### config.mk
export PLATFORM = sky130hd
export DESIGN_NAME = grii_front
export DESIGN_NICKNAME = d
export VERILOG_FILES = /design/src/sv/grii_pkg.sv /design/src/sv/grii_front.sv
export SDC_FILE = /design/constraint.sdc
export NUM_CORES = 1
export LEC_CHECK = 0
export BUFFER_PORTS_ARGS = -buffer_cell sky130_fd_sc_hd__buf_2
export CORE_UTILIZATION = 47
export DETAILED_ROUTE_END_ITERATION = 12
export PLACE_DENSITY = 0.77
export SETUP_SLACK_MARGIN = 0.4
export SKIP_CTS_REPAIR_TIMING = 1
export SLEW_MARGIN = 5
export SYNTH_ARGS = -nofsm -noshare
export SYNTH_HDL_FRONTEND = slang
export SYNTH_SLANG_ARGS = --single-unit
### constraint.sdc
create_clock -name aclk -period 10.03 [get_ports aclk]
set_input_delay 0 -clock aclk [delete_from_list [all_inputs] [get_ports aclk]]
set_output_delay 0 -clock aclk [all_outputs]
set_load 0.005 [all_outputs]
### src/sv/grii_pkg.sv
package grii_pkg;

    localparam int TABLE_DEPTH = 2048;
    localparam int ADDR_W      = $clog2(TABLE_DEPTH);
    localparam int CNT_W       = ADDR_W + 1;
    localparam int TIME_W      = 48;
    localparam int RATE_W      = 32;
    localparam int ROT_W       = 40;
    localparam int RATIO_W     = 24;
    localparam int STEP_W      = $clog2(RATIO_W);
    localparam int QUEUE_DEPTH = 2;
    localparam int QPTR_W      = $clog2(QUEUE_DEPTH);
    localparam int QCNT_W      = $clog2(QUEUE_DEPTH + 1);
    localparam int ROTS_W      = 3 * ROT_W;
    localparam logic [1:0] LAST_AXIS = 2'd2;

    typedef enum logic [1:0] {
        OP_START  = 2'd0,
        OP_SAMPLE = 2'd1,
        OP_QUERY  = 2'd2
    } op_t;

    typedef struct packed {
        op_t                      kind;
        logic [TIME_W-1:0]        time_stamp;
        logic [TIME_W-1:0]        scan_end_time;
        logic signed [RATE_W-1:0] rate_x;
        logic signed [RATE_W-1:0] rate_y;
        logic signed [RATE_W-1:0] rate_z;
    } cmd_t;

    typedef enum logic [3:0] {
        ST_IDLE,
        ST_SAMP_MUL,
        ST_SAMP_ADD,
        ST_SAMP_WR,
        ST_SRCH_RD,
        ST_SRCH_CMP,
        ST_FETCH_RD,
        ST_FETCH_F,
        ST_FETCH_B,
        ST_DIV,
        ST_LERP_MUL,
        ST_LERP_ADD,
        ST_OUT
    } back_state_t;

endpackage

### src/sv/grii_front.sv
module grii_front (
    input  logic                               aclk,
    input  logic                               aresetn,
    input  logic                               s_valid,
    output logic                               s_ready,
    input  logic [1:0]                         s_operation,
    input  logic [grii_pkg::TIME_W-1:0]        s_time_stamp,
    input  logic [grii_pkg::TIME_W-1:0]        s_scan_end_time,
    input  logic signed [grii_pkg::RATE_W-1:0] s_rate_x,
    input  logic signed [grii_pkg::RATE_W-1:0] s_rate_y,
    input  logic signed [grii_pkg::RATE_W-1:0] s_rate_z,
    output logic                               cmd_valid,
    input  logic                               cmd_ready,
    output grii_pkg::cmd_t                     cmd
);

    grii_pkg::cmd_t                    buf_reg [grii_pkg::QUEUE_DEPTH];
    logic [grii_pkg::QPTR_W-1:0]       wr_ptr_reg;
    logic [grii_pkg::QPTR_W-1:0]       rd_ptr_reg;
    logic [grii_pkg::QCNT_W-1:0]       fill_reg;
    logic [grii_pkg::QCNT_W-1:0]       fill_next;
    logic                              op_known;
    logic                              push;
    logic                              pop;
    grii_pkg::cmd_t                    in_cmd;

    // classify the operation code; unknown codes are taken and dropped
    always_comb begin
        case (s_operation)
            grii_pkg::OP_START,
            grii_pkg::OP_SAMPLE,
            grii_pkg::OP_QUERY: op_known = 1'b1;
            default:            op_known = 1'b0;
        endcase
    end

    always_comb begin
        in_cmd.kind          = grii_pkg::op_t'(s_operation);
        in_cmd.time_stamp    = s_time_stamp;
        in_cmd.scan_end_time = s_scan_end_time;
        in_cmd.rate_x        = s_rate_x;
        in_cmd.rate_y        = s_rate_y;
        in_cmd.rate_z        = s_rate_z;
    end

    assign s_ready   = (fill_reg != grii_pkg::QCNT_W'(grii_pkg::QUEUE_DEPTH));
    assign push      = s_valid && s_ready && op_known;
    assign cmd_valid = (fill_reg != '0);
    assign pop       = cmd_valid && cmd_ready;
    assign cmd       = buf_reg[rd_ptr_reg];

    always_comb begin
        fill_next = fill_reg;
        if (push && !pop) begin
            fill_next = fill_reg + 1'b1;
        end else if (pop && !push) begin
            fill_next = fill_reg - 1'b1;
        end
    end

    // queue pointers and fill level
    always_ff @(posedge aclk) begin
        if (!aresetn) begin
            wr_ptr_reg <= '0;
            rd_ptr_reg <= '0;
            fill_reg   <= '0;
        end else begin
            if (push) begin
                wr_ptr_reg <= wr_ptr_reg + 1'b1;
            end
            if (pop) begin
                rd_ptr_reg <= rd_ptr_reg + 1'b1;
            end
            fill_reg <= fill_next;
        end
    end

    // queue storage
    always_ff @(posedge aclk) begin
        if (push) begin
            buf_reg[wr_ptr_reg] <= in_cmd;
        end
    end

endmodule

==> impl_metrics.ini <==
[drt]
wl_met3_um = 2300
top_layer = met4
wl_met2_um = 17000
ant_nets = 0
wl_um = 32500
routedWlPerCell_um = 19.4
drc = 0
num_vias = 8283
drt_first_pass_iters = 4
drt_iter0_drc = 398
viasPerCell = 4.95
wl_met1_um = 12200

[clocking]
cts_buffers = 40
cts_buffer_depth = 3
cts_max_level = 2
cts.sinks = 393
root_buffer = clkbuf_16
clk_pin_slew_ns = 0.05
cts_tree = built
clk_latency_ns = 0.51

[die]
rows = 64
die_x_um = 180
die_area_mm2 = 0.0324
boundaryPins = 394
die_height_um = 180
start_util_pct = 48.2
core_mm2 = 0.0309

[outcome]
violations = negative hold slack
status = finished, violations left

[setup_path]
rrSetupSlack_ns = 6.50
cp_common_cell = buf_4
path_cells = buf_4 > buf_4 > mux2_4 > buf_2
r2r_end = buf_reg[0][97]
crit_arrival_ns = 3.55
rr_startpoint = fill_reg[0]
cp_max_fo = 57
reg2reg_depth = 5
crit_type = flop to primary output
required_ns = 10.03
end_kind = primary output
slowest_stage = buf_4
startpoint_type = flop
max_stage_delay_ns = 0.93
crit_path_end = cmd[60]

[synth]
syn_nets = 828
synth_cell_types = 21
synth-seq-cells = 393
netlist_area_mm2 = 0.0149
ys_async_sr_fraction_pct = 0
synth_top_cell_by_area = edfxtp_1
yosys-top-cells-area = edfxtp_1 (78%), mux2_4 (16%), mux2_2 (2.6%), buf_6 (1.4%), dfxtp_1 (0.67%)
yosysSeqAreaShare_pct = 78.8
yosysMostFrequentCell = edfxtp_1
synth_top_area_share_pct = 78.2
synth_edf_count = 388
synth_area_per_cell_um2 = 23.7
ys_dominant_reg_cell = edfxtp_1
synth_common_cells = edfxtp_1 (388), mux2_4 (160), mux2_2 (34)
syn_inst = 629
ys_warn_count = 0

[cells_and_area]
drive_gt1_share_pct = 51.1
nFillCells = 2033
nets = 1445
largest_register_ffs = 388
finish.utilization_pct = 66.0
area_growth_pct = 36.8

[grt]
first_global_vias = 7558
grt_usage_pct = 17.0
grt_first_pass_wirelength_um = 42300
grt-ovfl-total = 0
grt_max_degree = 75
antenna_found_initial = 2

[sta]
tightestPinTransition_ns = 1.08
skew_ns = 0.00768
hold_viol_final = 2
max-slew-margin-rel_pct = 27.7
setup-tns-final_ns = 0
fin_crit_ns = 3.55
slew_violations = 0
fmax_ghz = 0.281
rsz0062_at_grt = no
finalCritPeriodShare_pct = 35.4
finalSetupViolations = 0
holdWs_ns = -0.0202

[power_and_ir_drop]
p_leak_nw = 7.95
power.density_mw_per_mm2 = 229
peakVddDrop_uv = 201

[worst_hold_path]
hold_class = input pin to flop

[place]
hpwl_um = 19100
place.gp.congestion = 0.740
portBuffers = 393

[job]
maxCapViolations = 0
logic make-up (layout without fill, tap and decap cells):
kind of cell / after synthesis / count (layout) / synth area share (%)
adders and majority gates: 1 / 1 / 0.0839
AOI/OAI and AO/OA: 3 / 3 / 0.117
and+or+nand+nor: 12 / 12 / 0.470
buffers and inverters: 22 / 668 / 1.56
DFF: 393 / 393 / 78.8
other: 0 / 3 / 0
xor gates and xnor gates: 3 / 3 / 0.176
muxes: 195 / 195 / 18.8
cell usage in the layout (no fill, tap or decap), types with 2 or more instances in the layout:
cell type,n
dfxtp_1,4
clkbuf_16,41
xnor2_1,2
clkinvlp_4,2
clkinv_1,13
buf_2,393
buf_4,8
dlygate4sd3_1,196
mux2_2,34
diode_2,3
and2_1,3
mux2_4,160
clkinv_2,7
nand2b_1,2
edfxtp_1,388
bufinv_16,2
clkbuf_1,6
nand2_1,2
power breakdown:
part	total (W)	leakage (nW)	internal, W	switching, W
clock network	0.00138	0.589	0.000795	0.000582
logic	0.00118	3.73	0.000657	0.000525
registers	0.00210	3.63	0.00203	0.0000711
total	0.00466	7.95	0.00348	0.00118
how the worst min path moves through the flow:
stage,startpoint,end,slack [ns],cells after the start
final,cmd_ready,rd_ptr_reg,-0.02,4
after global routing,cmd_ready,flop,0.02,4
after CTS,s_time_stamp[35],buf_reg[0][179],-0.35,1
after detailed placement,s_time_stamp[37],buf_reg[0][181],0.19,1
after global placement,s_time_stamp[41],buf_reg[0][185],0.19,1
after floorplan,s_rate_z[0],buf_reg[0][0],0.1,0
critical path, delay by kind of cell (launching register included):
family | cells | cell delay, ns
flops | 1 | 0.70
buf+inv | 3 | 1.83
mux | 1 | 0.38
per-layer routing:
layer  vias up  GRT usage, %
li1       3746             -
met5         -             0
met3        73          5.94
met2       342          29.0
met4         0          7.45
met1      4122          19.5
final cells by class:
class	count	area (µm²)	area share, %
antenna	3	7.51	0.0368
timing repair buffer	597	3990	19.6
clock inverter	24	159	0.779
multi-input combinational	214	2930	14.4
sequential	393	11800	57.7
clock buffer	47	1050	5.14
tap	396	495	2.43
metrics by stage:
stage | cells | instance area [µm²] | total power (W) | setup WS [ns]
after floorplan | 629 | 14900 | 0.00289 | 3.75
after CTS | 1475 | 18400 | 0.00462 | 6.45
after global routing | 1674 | 20400 | 0.00485 | 6.27
after global placement | 1404 | 17200 | 0.00323 | 6.54
final | 1674 | 20400 | 0.00466 | 6.48
after detailed placement | 1404 | 17200 | 0.00325 | 6.48
Power figures use the tool's default switching activity.
